[src/rtl/core/pstp_pkg.sv]
`timescale 1ns / 1ps

package pstp_pkg;

    // Input transaction: one speed sample
    typedef struct packed {
        logic signed [11:0] measured_speed;
        logic signed [15:0] target_speed;
    } t_in_item;

    // Output transaction: one PWM update
    typedef struct packed {
        logic        [13:0] duty_value;
        logic        [1:0]  drive_channel;
        logic        [1:0]  hold_channel;
        logic signed [15:0] correction;
    } t_out_item;

    // Configuration register indexes
    localparam logic [2:0] REG_KP_GAIN    = 3'd0;
    localparam logic [2:0] REG_KI_GAIN    = 3'd1;
    localparam logic [2:0] REG_SUM_LIMIT  = 3'd2;
    localparam logic [2:0] REG_OUT_LIMIT  = 3'd3;
    localparam logic [2:0] REG_BASE_SPEED = 3'd4;
    localparam logic [2:0] REG_MOTOR_SIDE = 3'd5;

    // Register reset values
    localparam logic [15:0]       KP_RESET    = 16'd20480;
    localparam logic [15:0]       KI_RESET    = 16'd1638;
    localparam logic [11:0]       SUML_RESET  = 12'd100;
    localparam logic [6:0]        OUTL_RESET  = 7'd68;
    localparam logic signed [7:0] BASE_RESET  = 8'sd24;
    localparam logic              SIDE_RESET  = 1'b1;

    // Duty scaling
    localparam logic signed [16:0] DUTY_SCALE = 17'sd125;
    localparam logic [13:0]        DUTY_MAX   = 14'd8500;

    // Timer channel numbers
    localparam logic [1:0] CH_LEFT_DRIVE  = 2'd3;
    localparam logic [1:0] CH_LEFT_HOLD   = 2'd2;
    localparam logic [1:0] CH_RIGHT_DRIVE = 2'd0;
    localparam logic [1:0] CH_RIGHT_HOLD  = 2'd1;

endpackage

[src/rtl/core/pi_speed_to_pwm.sv]
// PI speed loop for one motor. Each input transaction (measured speed in counts,
// target speed in Q12.4) updates the clamped error sum and yields one output
// transaction: the clamped PI correction in Q8.8 and a PWM compare value of
// (base_speed + correction) * 125, limited to 0..8500, with the drive and hold
// channel numbers picked by motor_side. One 18x17 signed multiplier is shared by the
// kp, ki and duty products under a six-state sequencer, and o_in_stall stays high
// while it runs, so no new sample is taken before the last one is through.
// A result waits in an output register; a stalled output holds the sequencer in
// its last step. Registers must be written only while the block is idle; the
// block itself does not enforce this.
`timescale 1ns / 1ps

module pi_speed_to_pwm
    import pstp_pkg::*;
(
    input  logic        i_clk,
    input  logic        i_rst_n,
    // input channel
    input  logic        i_in_valid,
    output logic        o_in_stall,
    input  t_in_item    i_in_data,
    // output channel
    output logic        o_out_valid,
    input  logic        i_out_stall,
    output t_out_item   o_out_data,
    // configuration
    input  logic        i_cfg_we,
    input  logic [2:0]  i_cfg_index,
    input  logic [15:0] i_cfg_data
);

    typedef enum logic [5:0] {
        S_IDLE  = 6'b000001,
        S_SUM   = 6'b000010,
        S_INT   = 6'b000100,
        S_CLAMP = 6'b001000,
        S_CORR  = 6'b010000,
        S_DUTY  = 6'b100000
    } t_state;

    t_state r_state, n_state;

    // configuration registers
    logic [15:0]       r_kp;
    logic [15:0]       r_ki;
    logic [11:0]       r_sum_limit;
    logic [6:0]        r_out_limit;
    logic signed [7:0] r_base;
    logic              r_side;

    // datapath registers
    logic signed [17:0] r_err;
    logic signed [17:0] r_sum;
    logic signed [35:0] r_acc;
    logic signed [23:0] r_pi;
    logic signed [15:0] r_corr;
    logic signed [17:0] r_v;
    logic               r_out_valid;
    t_out_item          r_out;

    logic signed [17:0] w_err;
    logic signed [18:0] w_sum_raw;
    logic signed [18:0] w_sum_lim;
    logic signed [17:0] w_mul_a;
    logic signed [16:0] w_mul_b;
    logic signed [34:0] w_prod;
    logic signed [35:0] w_pi_lim;
    logic signed [23:0] w_pi_adj;
    logic signed [15:0] w_corr;
    logic [26:0]        w_duty_full;
    logic [13:0]        w_duty;
    logic               w_in_acc;
    logic               w_out_free;

    assign w_in_acc   = i_in_valid && r_state == S_IDLE;
    assign w_out_free = !r_out_valid || !i_out_stall;

    // error in Q12.4: target - measured * 16
    assign w_err = 18'(i_in_data.target_speed) - (18'(i_in_data.measured_speed) <<< 4);

    // error sum update with symmetric clamp
    assign w_sum_raw = 19'(r_sum) + 19'(r_err);
    assign w_sum_lim = $signed({3'b000, r_sum_limit, 4'b0000});

    // shared multiplier operand select
    always_comb begin
        unique case (r_state)
            S_SUM: begin
                w_mul_a = r_err;
                w_mul_b = $signed({1'b0, r_kp});
            end
            S_INT: begin
                w_mul_a = r_sum;
                w_mul_b = $signed({1'b0, r_ki});
            end
            default: begin
                w_mul_a = r_v;
                w_mul_b = DUTY_SCALE;
            end
        endcase
    end

    assign w_prod = w_mul_a * w_mul_b;

    // PI clamp bound, out_limit in Q.16
    assign w_pi_lim = $signed({13'd0, r_out_limit, 16'd0});

    // Q.16 to Q8.8, truncating toward zero
    assign w_pi_adj = r_pi + (r_pi[23] ? 24'sd255 : 24'sd0);
    assign w_corr   = 16'(w_pi_adj >>> 8);

    // duty: (v * 125) >> 8, clamped to 0..8500
    assign w_duty_full = w_prod[34:8];
    always_comb begin
        if (r_v <= 18'sd0) begin
            w_duty = '0;
        end else if (w_duty_full > 27'(DUTY_MAX)) begin
            w_duty = DUTY_MAX;
        end else begin
            w_duty = 14'(w_duty_full);
        end
    end

    // sequencer
    always_comb begin
        n_state = r_state;
        unique case (r_state)
            S_IDLE:  if (i_in_valid) n_state = S_SUM;
            S_SUM:   n_state = S_INT;
            S_INT:   n_state = S_CLAMP;
            S_CLAMP: n_state = S_CORR;
            S_CORR:  n_state = S_DUTY;
            S_DUTY:  if (w_out_free) n_state = S_IDLE;
            default: n_state = S_IDLE;
        endcase
    end

    always_ff @(posedge i_clk) begin
        if (!i_rst_n) begin
            r_state <= S_IDLE;
        end else begin
            r_state <= n_state;
        end
    end

    // configuration writes
    always_ff @(posedge i_clk) begin
        if (!i_rst_n) begin
            r_kp        <= KP_RESET;
            r_ki        <= KI_RESET;
            r_sum_limit <= SUML_RESET;
            r_out_limit <= OUTL_RESET;
            r_base      <= BASE_RESET;
            r_side      <= SIDE_RESET;
        end else if (i_cfg_we) begin
            unique case (i_cfg_index)
                REG_KP_GAIN:    r_kp        <= i_cfg_data;
                REG_KI_GAIN:    r_ki        <= i_cfg_data;
                REG_SUM_LIMIT:  r_sum_limit <= i_cfg_data[11:0];
                REG_OUT_LIMIT:  r_out_limit <= i_cfg_data[6:0];
                REG_BASE_SPEED: r_base      <= $signed(i_cfg_data[7:0]);
                REG_MOTOR_SIDE: r_side      <= i_cfg_data[0];
                default: ;
            endcase
        end
    end

    // error sum state
    always_ff @(posedge i_clk) begin
        if (!i_rst_n) begin
            r_sum <= '0;
        end else if (r_state == S_SUM) begin
            if (w_sum_raw > w_sum_lim) begin
                r_sum <= 18'(w_sum_lim);
            end else if (w_sum_raw < -w_sum_lim) begin
                r_sum <= 18'(-w_sum_lim);
            end else begin
                r_sum <= 18'(w_sum_raw);
            end
        end
    end

    // datapath steps
    always_ff @(posedge i_clk) begin
        if (w_in_acc) begin
            r_err <= w_err;
        end
        if (r_state == S_SUM) begin
            r_acc <= 36'(w_prod);
        end
        if (r_state == S_INT) begin
            r_acc <= r_acc + 36'(w_prod);
        end
        if (r_state == S_CLAMP) begin
            if (r_acc > w_pi_lim) begin
                r_pi <= 24'(w_pi_lim);
            end else if (r_acc < -w_pi_lim) begin
                r_pi <= 24'(-w_pi_lim);
            end else begin
                r_pi <= 24'(r_acc);
            end
        end
        if (r_state == S_CORR) begin
            r_corr <= w_corr;
            r_v    <= 18'($signed({r_base, 8'h00})) + 18'(w_corr);
        end
    end

    // output register
    always_ff @(posedge i_clk) begin
        if (!i_rst_n) begin
            r_out_valid <= 1'b0;
        end else if (r_state == S_DUTY && w_out_free) begin
            r_out_valid <= 1'b1;
        end else if (!i_out_stall) begin
            r_out_valid <= 1'b0;
        end
    end

    always_ff @(posedge i_clk) begin
        if (r_state == S_DUTY && w_out_free) begin
            r_out.duty_value    <= w_duty;
            r_out.drive_channel <= r_side ? CH_LEFT_DRIVE : CH_RIGHT_DRIVE;
            r_out.hold_channel  <= r_side ? CH_LEFT_HOLD : CH_RIGHT_HOLD;
            r_out.correction    <= r_corr;
        end
    end

    assign o_in_stall  = r_state != S_IDLE;
    assign o_out_valid = r_out_valid;
    assign o_out_data  = r_out;

endmodule

[config.mk]
export PLATFORM = sky130hd
export DESIGN_NAME = pi_speed_to_pwm
export DESIGN_NICKNAME = d
export VERILOG_FILES = /design/src/rtl/core/pstp_pkg.sv /design/src/rtl/core/pi_speed_to_pwm.sv
export SDC_FILE = /design/constraint.sdc
export NUM_CORES = 1
export LEC_CHECK = 0
export BUFFER_PORTS_ARGS = -buffer_cell sky130_fd_sc_hd__buf_2
export CAP_MARGIN = 20
export CORE_UTILIZATION = 55
export CTS_BUF_LIST = sky130_fd_sc_hd__clkbuf_16
export DETAILED_ROUTE_END_ITERATION = 8
export PLACE_DENSITY = 0.72
export SLEW_MARGIN = 20
export SYNTH_ARGS = -nofsm -noshare
export SYNTH_HDL_FRONTEND = slang
export SYNTH_SLANG_ARGS = --single-unit
[constraint.sdc]
create_clock -name i_clk -period 17.5 [get_ports i_clk]
set_input_delay 1.75 -clock i_clk [delete_from_list [all_inputs] [get_ports i_clk]]
set_output_delay 1.75 -clock i_clk [all_outputs]
set_load 0.01 [all_outputs]
Yosys cells after proc, flatten, opt, wreduce, memory -nomap -nowiden
Index checks and enable logic that the tools add are counted.

Reduce and logical (&&, ||, !) cells: 15. Add/subtract/negate cells: 7. Magnitude comparators: 6. Multiply operators: 1. Mux-type cells: 17. Eq/ne operators: 15.

Operator list (number): 36-bit 2-to-1 mux (2); 36-bit by 35-bit adder with 36-bit output (1); 36-bit by 24-bit greater-than comparator with 1-bit output (1); 36-bit < comparator (1); 18-bit 2-to-1 mux (2); 23-bit negator with 36-bit output (1); 18-bit case mux with 2 select lines (1); 6-bit case mux with 6 select lines (1); 18-bit by 17-bit multiplier with 35-bit output (1); 16-bit case mux with 2 select lines (1); 27-bit by 14-bit greater-than comparator with 1-bit output (second input constant) (1); 24-bit by 9-bit adder with 24-bit output (1); 24-bit 2-to-1 mux (1); 23-bit 2-to-1 mux (1); 18-bit by 17-bit adder with 19-bit output (1); 19-bit by 17-bit greater-than comparator with 1-bit output (1); 19-bit < comparator (1); 16-bit negator with 19-bit output (1); 18-bit by 1-bit <= comparator with 1-bit output (second input constant) (1); 16-bit by 16-bit adder with 17-bit output (1); 16-bit by 16-bit subtractor with 17-bit output (1); 14-bit 2-to-1 mux (1); 2-bit AND reduction (7); 6-bit 2-to-1 mux (2); 21 further kinds (28).

Register bits after elaboration: 230. Bits of input ports: 52. Output and inout port bits: 36. Logic and storage cells: 81.

Longest topological paths before layout
Gate-level depths: netlist of the first run.

Depth after elaboration: 5. Mapped depth: 42. Mapped depth without buffers: 39.

Least setup slack after synthesis of the first run
Ideal clock, no wire load.

Kind: register -> register. Start point: register r_state[2]. End point: register r_acc[35], data pin. Slack: 7681 ps. Clock period less this slack: 9819 ps. Buffers on the path: 2. Cell stages (with the launch flop): 34. Required time: 17233 ps. Setup time: 267 ps. Arrival time: 9552 ps. Path through: dfxtp_1 nor4_1 nand3b_1 nand2_1 clkbuf_1 nand2_1 clkbuf_1 nand2_1 fa_1 fa_1 fa_1 inv_1 fa_1 fa_1 inv_1 fa_1 inv_1 ha_1 nand2_1 a31oi_1 o41ai_4 a31oi_1 xnor2_1 inv_1 ha_1 a21o_1 a2111oi_0 o21ai_0 a21oi_1 o21ai_0 o41ai_1 mux2i_1 nor2_1 xnor2_1.

Word-level cells in the longest chain between the ends: 5. Elaborated cells between the ends (all ways): 8. Classes of those cells: 1 x add/sub; 1 x mul; 2 x eq/ne; 4 x mux.

RTL lines: start, declared (line pi_speed_to_pwm.sv:41) `t_state r_state, n_state;`; start signal, assigned (line pi_speed_to_pwm.sv:142) `r_state <= n_state;`; 6-bit by 3-bit equality test with 1-bit output or 6-bit by 2-bit equality test with 1-bit output (tied branches) (line pi_speed_to_pwm.sv:87) `unique case (r_state)`; 18-bit case mux with 2 select lines or 16-bit case mux with 2 select lines (tied branches) (line pi_speed_to_pwm.sv:87); 18-bit by 17-bit multiplier with 35-bit output (*) (line pi_speed_to_pwm.sv:103) `assign w_prod = w_mul_a * w_mul_b;`; net w_prod[20] (line pi_speed_to_pwm.sv:66) `logic signed [34:0] w_prod;`; 36-bit by 35-bit adder with 36-bit output (*) (line pi_speed_to_pwm.sv:192) `r_acc <= r_acc + 36'(w_prod);`; 36-bit 2-to-1 mux (*) (line pi_speed_to_pwm.sv:191) `if (r_state == S_INT) begin`; end signal, assigned (line pi_speed_to_pwm.sv:189) `r_acc <= 36'(w_prod);`; end signal, assigned (line pi_speed_to_pwm.sv:192); end, declared (line pi_speed_to_pwm.sv:54) `logic signed [35:0] r_acc;`.

Mark *: on every way through the listed nets, which the timed path passes. The rest lies on a longest branch. The select of a mux whose other input is x is not followed. A chain may end at the register's enable or synchronous reset.

Worst setup path after layout of the first run
Start point: register r_state[2]. End point: register r_acc[35], data pin.

Word-level cells in the longest chain between the ends: 5. Elaborated cells between the ends (all ways): 8. Classes of those cells: 1 x add/sub; 1 x mul; 2 x eq/ne; 4 x mux.

RTL lines (line): 6-bit by 3-bit equality test with 1-bit output or 6-bit by 2-bit equality test with 1-bit output (tied branches) (pi_speed_to_pwm.sv:87, pi_speed_to_pwm.sv:191); 18-bit case mux with 2 select lines or 16-bit case mux with 2 select lines (tied branches) (pi_speed_to_pwm.sv:87); 18-bit by 17-bit multiplier with 35-bit output (pi_speed_to_pwm.sv:103); 36-bit by 35-bit adder with 36-bit output or 36-bit 2-to-1 mux (tied branches) (pi_speed_to_pwm.sv:192, pi_speed_to_pwm.sv:188); 36-bit 2-to-1 mux (*) (pi_speed_to_pwm.sv:191).

Every way passes the cells marked *; elsewhere a longest branch is shown, timed or not. The select of a mux whose other input is x is not followed.

==> flow_summary.yaml, run 1 <==
critical_path:
  crit_path_start_kind: "flip-flop"
  r2r-start: "r_state[2]"
  cpPeakStageDelay_ns: 1.00
  cp.required_ns: 17.79
  r2r_end: "r_acc[35]"
  crit_type: "flip-flop to flip-flop"
  worst_r2r_path_depth: 32
  cp_max_fo: 72
  crit_path_frequent_cell: "fa_1"
  crit_end: "r_acc[35]"
  endpoint_kind: "flip-flop"
  slowest_stage: "fa_1"
  cp.arrival_ns: 11.07
  crit_path_start: "r_state[2]"
  ff2ff_setup_slack_ns: 6.72
synthesis:
  yosys_warnings: 0
  synth_nets: 3435
  ys_ff_latch: 219
  synthSimpleGateAreaFrac_pct: 16.25
  synth_xor_area_share_pct: 3.672
  synthFlopType: "edfxtp_1"
  synthArstFlopShare_pct: 0
  muxShareOfSynthArea_pct: 0.4804
  syn_avg_cell_area_um2: 8.940
  synth_top_family_by_area: "adder cells"
  synthAdderAreaFrac_pct: 34.62
  synth_edf_count: 134
  syn_inst: 2855
  synth-compound-area-share_pct: 14.33
  synthesis.area_mm2: 0.02552
  ys_seq_area_share_pct: 22.43
  ys_types: 78
timing:
  fin_worst_skew_ns: 0.02212
  setup_violations: 0
  tightestPinTransition_ns: 1.163
  setup_slack_ns: 6.718
  rsz0062_at_grt: "false"
  fin_tns_setup_ns: 0
  slew-limit-headroom_pct: 22.46
  drv_slew: 0
  hold_violations: 0
  fmax_mhz: 92.74
  finalCriticalPeriod_ns: 10.78
  fin_crit_sh_pct: 61.61
route:
  wl_per_cell_um: 20.13
  drt_iter0_markers: 1805
  drc: 0
  ant_nets: 0
  vias_per_cell: 5.942
  wl_um: 70590
  num_vias: 20830
  drt_pass1_iterations: 6
place:
  io_buffers: 87
  place.gp.congestion: 0.9962
  place_area_mm2: 0.02653
  post-place-ws_ns: 6.894
  dp_cells: 3458
  dp_hpwl_um: 57520
floorplanning:
  start_util_pct: 56.00
  die_h_um: 217.4
  core_mm2: 0.04558
  io_pins: 88
  dieArea_mm2: 0.04727
  num_rows: 78
  die_w_um: 217.4
final_layout:
  layout.cells.most_common_list: "inv_1, nand2_1, fa_1, ha_1, nor2_1"
  final_common_cell: "inv_1"
  synthToLayoutAreaGrowth_pct: 7.020
  drive_above_1_share_pct: 6.779
  nNetsFinal: 3467
  antenna_cells: 0
  stdcell_count: 3506
  stdcell_area_mm2: 0.02732
grt:
  grt_pass1_wl_um: 114100
  grt-ovfl-total: 0
  grt_pass1_vias: 20940
  grt_max_degree: 94
  grtUsageTotal_pct: 30.83
  antenna_found_initial: 0
cts:
  cts_sinks: 219
  clk_latency_ns: 0.56
  cts_resized: 0
  clock_path_buffers: 3
  root_buffer: "clkbuf_16"
  post_cts_buffers: 0
  cts_max_level: 1
  clkTransAtPathRegs_ns: 0.06
  cts_hold_buffers: 0
  cts_tree: "yes"
  cts_buffers: 25
run:
  cap_viol_max_count: 0
hold_path:
  hp-class: "flip-flop to flip-flop"
  min_from: "r_corr[8]"
run_status:
  status: "completed"
## cells in the mapped netlist (all sizes together) (28+ instances only)
cell,count,area [µm²]
nor4,28,225.2
xnor2,72,630.6
dfxtp,85,1702
a21oi,113,569.3
clkbuf,95,357.8
nor2,216,810.8
ha,231,2890
o21ai,116,580.6
fa,297,5946
edfxtp,134,4024
nand2,393,1475
and3,48,300.3
nand3,63,320.3
a21o,48,361.6
a21boi,53,397.9
xor2,35,306.5
inv,439,1648
## state kept, by name (all words and copies together) (netlist names)
signal,flops
r_sum,18
r_v,9
r_base,8
o_out_valid,1
r_out_limit,7
o_out_data,32
r_corr,16
r_state,6
r_err,17
r_kp,16
r_acc,36
r_side,1
r_ki,16
r_sum_limit,12
r_pi,24
## metrics by stage
stage                     hold WS, ns  util, %
after floorplan                0.4003        -
after global placement         0.4046    58.20
after detailed placement       0.4066    58.20
after CTS                      0.4195    59.89
after global routing           0.4199    59.94
final                          0.4245    59.94
## cell families (layout without fill, tap and decap cells)
kind of cell,Yosys count,in the layout
compound gates,541,541
xor+xnor,107,107
fa+ha+maj,528,528
buf+inv,551,602
flops,219,219
mux,12,12
simple gates,897,897
## final cells by class
cell class / count / area [µm²]
inverter: 439 / 1648
multi-input combinational: 2085 / 17760
fill: 3900 / 18260
tap: 600 / 750.7
timing repair buffer: 117 / 661.9
clock inverter: 21 / 145.1
sequential: 219 / 5725
clock buffer: 25 / 625.6
## how the worst min path moves through the flow
stage,slack [ns],end,cells past startpoint
floorplan,0.40,o_out_data[10],0
global placement,0.40,o_out_data[14],0
detailed placement,0.41,o_out_data[11],0
CTS,0.42,o_out_data[12],0
global route,0.42,o_out_data[12],0
finish,0.42,o_out_data[8],0
## metal layers
layer  part of all wire (%)  wire length [µm]  GRT usage, %  vias up
met1                     43             30200         42.73    10190
met5                      0                 0             0        -
met2                     46             32440         49.30      850
met3                    7.7              5450         4.826      164
li1                       -                 -             -     9629
met4                    3.5              2503         10.28        0
## worst max-delay path: cells and delay by family, from the launching register on
kind            cells  cell delay, ns
flops               1            0.35
buf+inv             4            0.82
simple gates        9            1.86
fa+ha+maj           8            4.46
mux                 1            0.26
xor+xnor            2            0.55
compound gates      8            2.19
Power of run 1 is left out: the tool's default activity adds up to more than one toggle a clock period on the data nets, which glitch-free logic cannot reach.
==> run 2: changes to the inputs <==
Settings changed: PLACE_DENSITY 0.72 to 0.75.
Clock period 17.5 ns to 9.8 ns, I/O delays scaled along.
==> flow_summary.yaml, run 2 (synthesized netlist as in run 1, its figures left out) <==
timing:
  drv_slew: 0
  fmax_mhz: 106.6
  fin_crit_sh_pct: 95.72
  tightestPinTransition_ns: 1.134
  finalCriticalPeriod_ns: 9.381
  hold_slack_ns: 0.4116
  setup_violations: 0
  hold_violations: 0
  fin_worst_skew_ns: 0.04100
  slew-limit-headroom_pct: 23.71
critical_path:
  cp.arrival_ns: 9.68
  cpPeakStageDelay_ns: 0.55
  cp.required_ns: 10.10
  crit_type: "flip-flop to flip-flop"
  worst_r2r_path_depth: 37
  slowest_stage: "fa_1"
  crit_path_frequent_cell: "fa_1"
  cp_max_fo: 17
  ff2ff_setup_slack_ns: 0.42
  endpoint_kind: "flip-flop"
  r2r_end: "r_acc[35]"
  crit_path_start_kind: "flip-flop"
  r2r-start: "r_state[3]"
final_layout:
  utilization_pct: 62.01
  antenna_cells: 0
  regMostFlops: "r_acc"
  nNetsFinal: 3541
  layout.cells.most_common_list: "inv_1, nand2_1, fa_1, ha_1, nor2_1"
  synthToLayoutAreaGrowth_pct: 10.72
  drive_above_1_share_pct: 10.70
  largest_register_ffs: 36
  final_common_cell: "inv_1"
floorplanning:
  start_util_pct: 56.00
  io_pins: 88
  dieArea_mm2: 0.04727
  die_w_um: 217.4
  num_rows: 78
  die_h_um: 217.4
  core_mm2: 0.04558
cts:
  cts_hold_buffers: 0
  root_buffer: "clkbuf_16"
  clk_latency_ns: 0.57
  clock_path_buffers: 3
  cts_max_level: 1
  cts_buffers: 26
  clkTransAtPathRegs_ns: 0.06
  cts_sinks: 219
  cts_tree: "yes"
route:
  wl_um: 74520
  ant_nets: 0
  num_vias: 21340
  drt_pass1_iterations: 5
  drc: 0
  wl_per_cell_um: 20.81
  drt_iter0_markers: 1891
  vias_per_cell: 5.958
hold_path:
  whs_path_depth: 0
  hp-class: "flip-flop to flip-flop"
  min_to: "o_out_data[12]"
  min_from: "r_corr[12]"
grt:
  grt-ovfl-total: 0
  grtUsageTotal_pct: 32.05
  antenna_found_initial: 0
  grt_pass1_wl_um: 117400
  grt_pass1_vias: 21190
  grt_max_degree: 94
place:
  io_buffers: 87
  place.gp.congestion: 1.003
  dp_hpwl_um: 60430
run_status:
  status: "completed"
run:
  cap_viol_max_count: 0
==> run 2: changes by cell type in the layout (fill, tap and decap cells not counted), sizes merged <==
cell	previous run	this run
buf	117	188
clkinv	12	8
bufinv	1	3
clkbuf	25	27
inv	444	446
and3b	3	4
clkinvlp	3	4
==> run 2: final cells by class <==
type                            count  area [µm²]
Fill cell                        3794       17320
Timing Repair Buffer              189        1286
Clock buffer                       26       650.6
Inverter                          439        1648
Clock inverter                     22       235.2
Tap cell                          600       750.7
Multi-Input combinational cell   2086       17960
Sequential cell                   219        5727
==> run 2: layer usage <==
metal / part of all wire, % / vias to the layer above / GRT usage [%]
li1: - / 9790 / -
met1: 42 / 10460 / 44.04
met2: 46 / 905 / 51.93
met3: 7.6 / 182 / 4.324
met4: 4.0 / 0 / 11.24
met5: 0 / - / 0
==> run 2: how the worst max path moves through the flow <==
stage | startpoint | end | slack, ns | cells past startpoint
2_1_floorplan | r_state[2] | r_acc[35] | 0.63 | 33
3_3_place_gp | r_state[2] | r_acc[35] | 0.10 | 34
3_5_place_dp | r_state[2] | r_acc[35] | 0.03 | 34
4_1_cts | r_state[2] | r_acc[35] | 0.09 | 34
5_1_grt | r_state[3] | r_acc[35] | -0.11 | 37
6_report | r_state[3] | r_acc[35] | 0.42 | 37
==> run 2: per-stage QoR <==
| stage | instances | TNS [ns] | area [µm²] | setup WS [ns] |
|---|---|---|---|---|
| floorplan | 2855 | 0 | 25530 | 0.6347 |
| global placement | 3509 | 0 | 26930 | 0.1028 |
| detailed placement | 3509 | 0 | 26930 | 0.03296 |
| CTS | 3557 | 0 | 27820 | 0.09350 |
| global route | 3581 | -0.1083 | 28260 | -0.1083 |
| finish | 3581 | 0 | 28260 | 0.4192 |
==> run 2: repair_timing <==
item | 4_1_cts | 5_1_grt
gates resized for setup | 1 | 57
endpoints found under the setup margin | 1 | 12
pin swaps | 0 | 10
gates cloned | 0 | 3
setup buffers | 0 | 19
==> run 2: worst max-delay path, delay by kind of cell, from the launching register on <==
kind / cells / cell delay [ns]
multiplexers: 1 / 0.17
buffers and inverters: 7 / 0.82
adder cells (fa/ha/maj): 8 / 3.77
flip-flops: 1 / 0.38
AO/OA/AOI/OAI: 11 / 2.49
XOR/XNOR: 2 / 0.28
AND/OR/NAND/NOR: 8 / 1.20
Power of run 2 is left out for the same reason.
==> run 3: changes to the inputs <==
Settings changed: CORE_MARGIN from default to 8, PLACE_DENSITY 0.75 to 0.8.
==> flow_summary.yaml, run 3 (synthesized netlist as in run 1, its figures left out) <==
run_status:
  status: "completed"
run:
  cap_viol_max_count: 0
floorplanning:
  num_rows: 79
  start_util_pct: 55.30
  die_h_um: 231.4
  dieArea_mm2: 0.05356
  die_w_um: 231.4
  core_mm2: 0.04616
  io_pins: 88
cts:
  cts_sinks: 219
  root_buffer: "clkbuf_16"
  cts_tree: "yes"
  cts_buffers: 25
  cts_max_level: 1
  cts_hold_buffers: 0
  clkTransAtPathRegs_ns: 0.06
  clk_latency_ns: 0.56
  clock_path_buffers: 3
place:
  place.gp.congestion: 1.034
  place_area_mm2: 0.02702
  io_buffers: 87
  dp_hpwl_um: 59510
critical_path:
  crit_path_frequent_cell: "fa_1"
  cp_max_fo: 14
  cpPeakStageDelay_ns: 0.57
  crit_type: "flip-flop to flip-flop"
  cp.arrival_ns: 9.74
  slowest_stage: "fa_1"
  cp.required_ns: 10.09
  endpoint_kind: "flip-flop"
  crit_path_start_kind: "flip-flop"
route:
  drc: 0
  wl_um: 73640
  ant_nets: 0
  num_vias: 21420
  drt_iter0_markers: 1835
  wl_per_cell_um: 20.57
  drt_pass1_iterations: 6
  vias_per_cell: 5.982
timing:
  drv_slew: 0
  fin_worst_skew_ns: 0.02681
  fmax_mhz: 105.9
  fin_crit_sh_pct: 96.37
  rsz0062_at_grt: "true"
  hold_violations: 0
  hold_slack_ns: 0.4217
  finalCriticalPeriod_ns: 9.444
  setup_violations: 0
  slew-limit-headroom_pct: 35.59
  tightestPinTransition_ns: 0.9661
final_layout:
  regMostFlops: "r_acc"
  stdcell_area_mm2: 0.02806
  synthToLayoutAreaGrowth_pct: 9.922
  nNetsFinal: 3534
  drive_above_1_share_pct: 9.485
  antenna_cells: 0
  final_common_cell: "inv_1"
  layout.cells.most_common_list: "inv_1, nand2_1, fa_1, ha_1, nor2_1"
  largest_register_ffs: 36
grt:
  grt_pass1_vias: 21890
  grt_pass1_wl_um: 118100
  grt-ovfl-total: 0
  grtUsageTotal_pct: 27.54
  grt_max_degree: 94
  antenna_found_initial: 2
hold_path:
  hp-class: "flip-flop to flip-flop"
==> run 3: per-layer routing <==
layer  vias to the layer above  routed length, µm  track usage, %
li1                       9778                  -               -
met4                         2               3494           11.19
met2                       959              34500           45.29
met5                         -                 13               0
met1                     10470              29750           36.19
met3                       210               5886           4.194
==> run 3: worst paths after layout <==
path	cells past startpoint	slack [ns]	startpoint	to
worst min-delay path	0	0.42	r_corr[15]	o_out_data[15]
worst min register to register	0	0.42	r_corr[15]	o_out_data[15]
worst max register to register	35	0.36	r_state[2]	r_acc[35]
worst max-delay path	35	0.36	r_state[2]	r_acc[35]
==> run 3: layout make-up <==
| type | instances | area [µm²] |
|---|---|---|
| Inverter | 439 | 1648 |
| Sequential cell | 219 | 5725 |
| Timing Repair Buffer | 183 | 1217 |
| Clock buffer | 27 | 675.6 |
| Clock inverter | 19 | 133.9 |
| Multi-Input combinational cell | 2086 | 17900 |
| Fill cell | 3807 | 18100 |
| Tap cell | 607 | 759.5 |
==> run 3: stage by stage <==
stage	setup slack, ns	std cells	util [%]	setup TNS [ns]
3_5_place_dp	-0.05459	3526	58.53	-0.05459
6_report	0.3558	3580	60.78	0
5_1_grt	-0.02083	3580	60.78	-0.02083
2_1_floorplan	0.6347	2855	-	0
4_1_cts	0.01530	3572	60.31	0
3_3_place_gp	0.1311	3526	58.53	0
==> run 3: what timing repair did <==
action / in CTS / in global routing
endpoints found under the setup margin: 1 / 18
setup buffers: 0 / 4
pin swaps: 0 / 5
gates cloned: 0 / 2
gates resized for setup: 3 / 30
==> run 3: worst max-delay path: cells and delay by family (launching register included) <==
family          cells  cell delay, ns
compound gates      9            2.10
xor+xnor            2            0.30
fa+ha+maj           8            3.86
buf+inv             8            0.93
flops               1            0.38
mux                 1            0.18
simple gates        7            1.40
Power of run 3 is left out for the same reason.
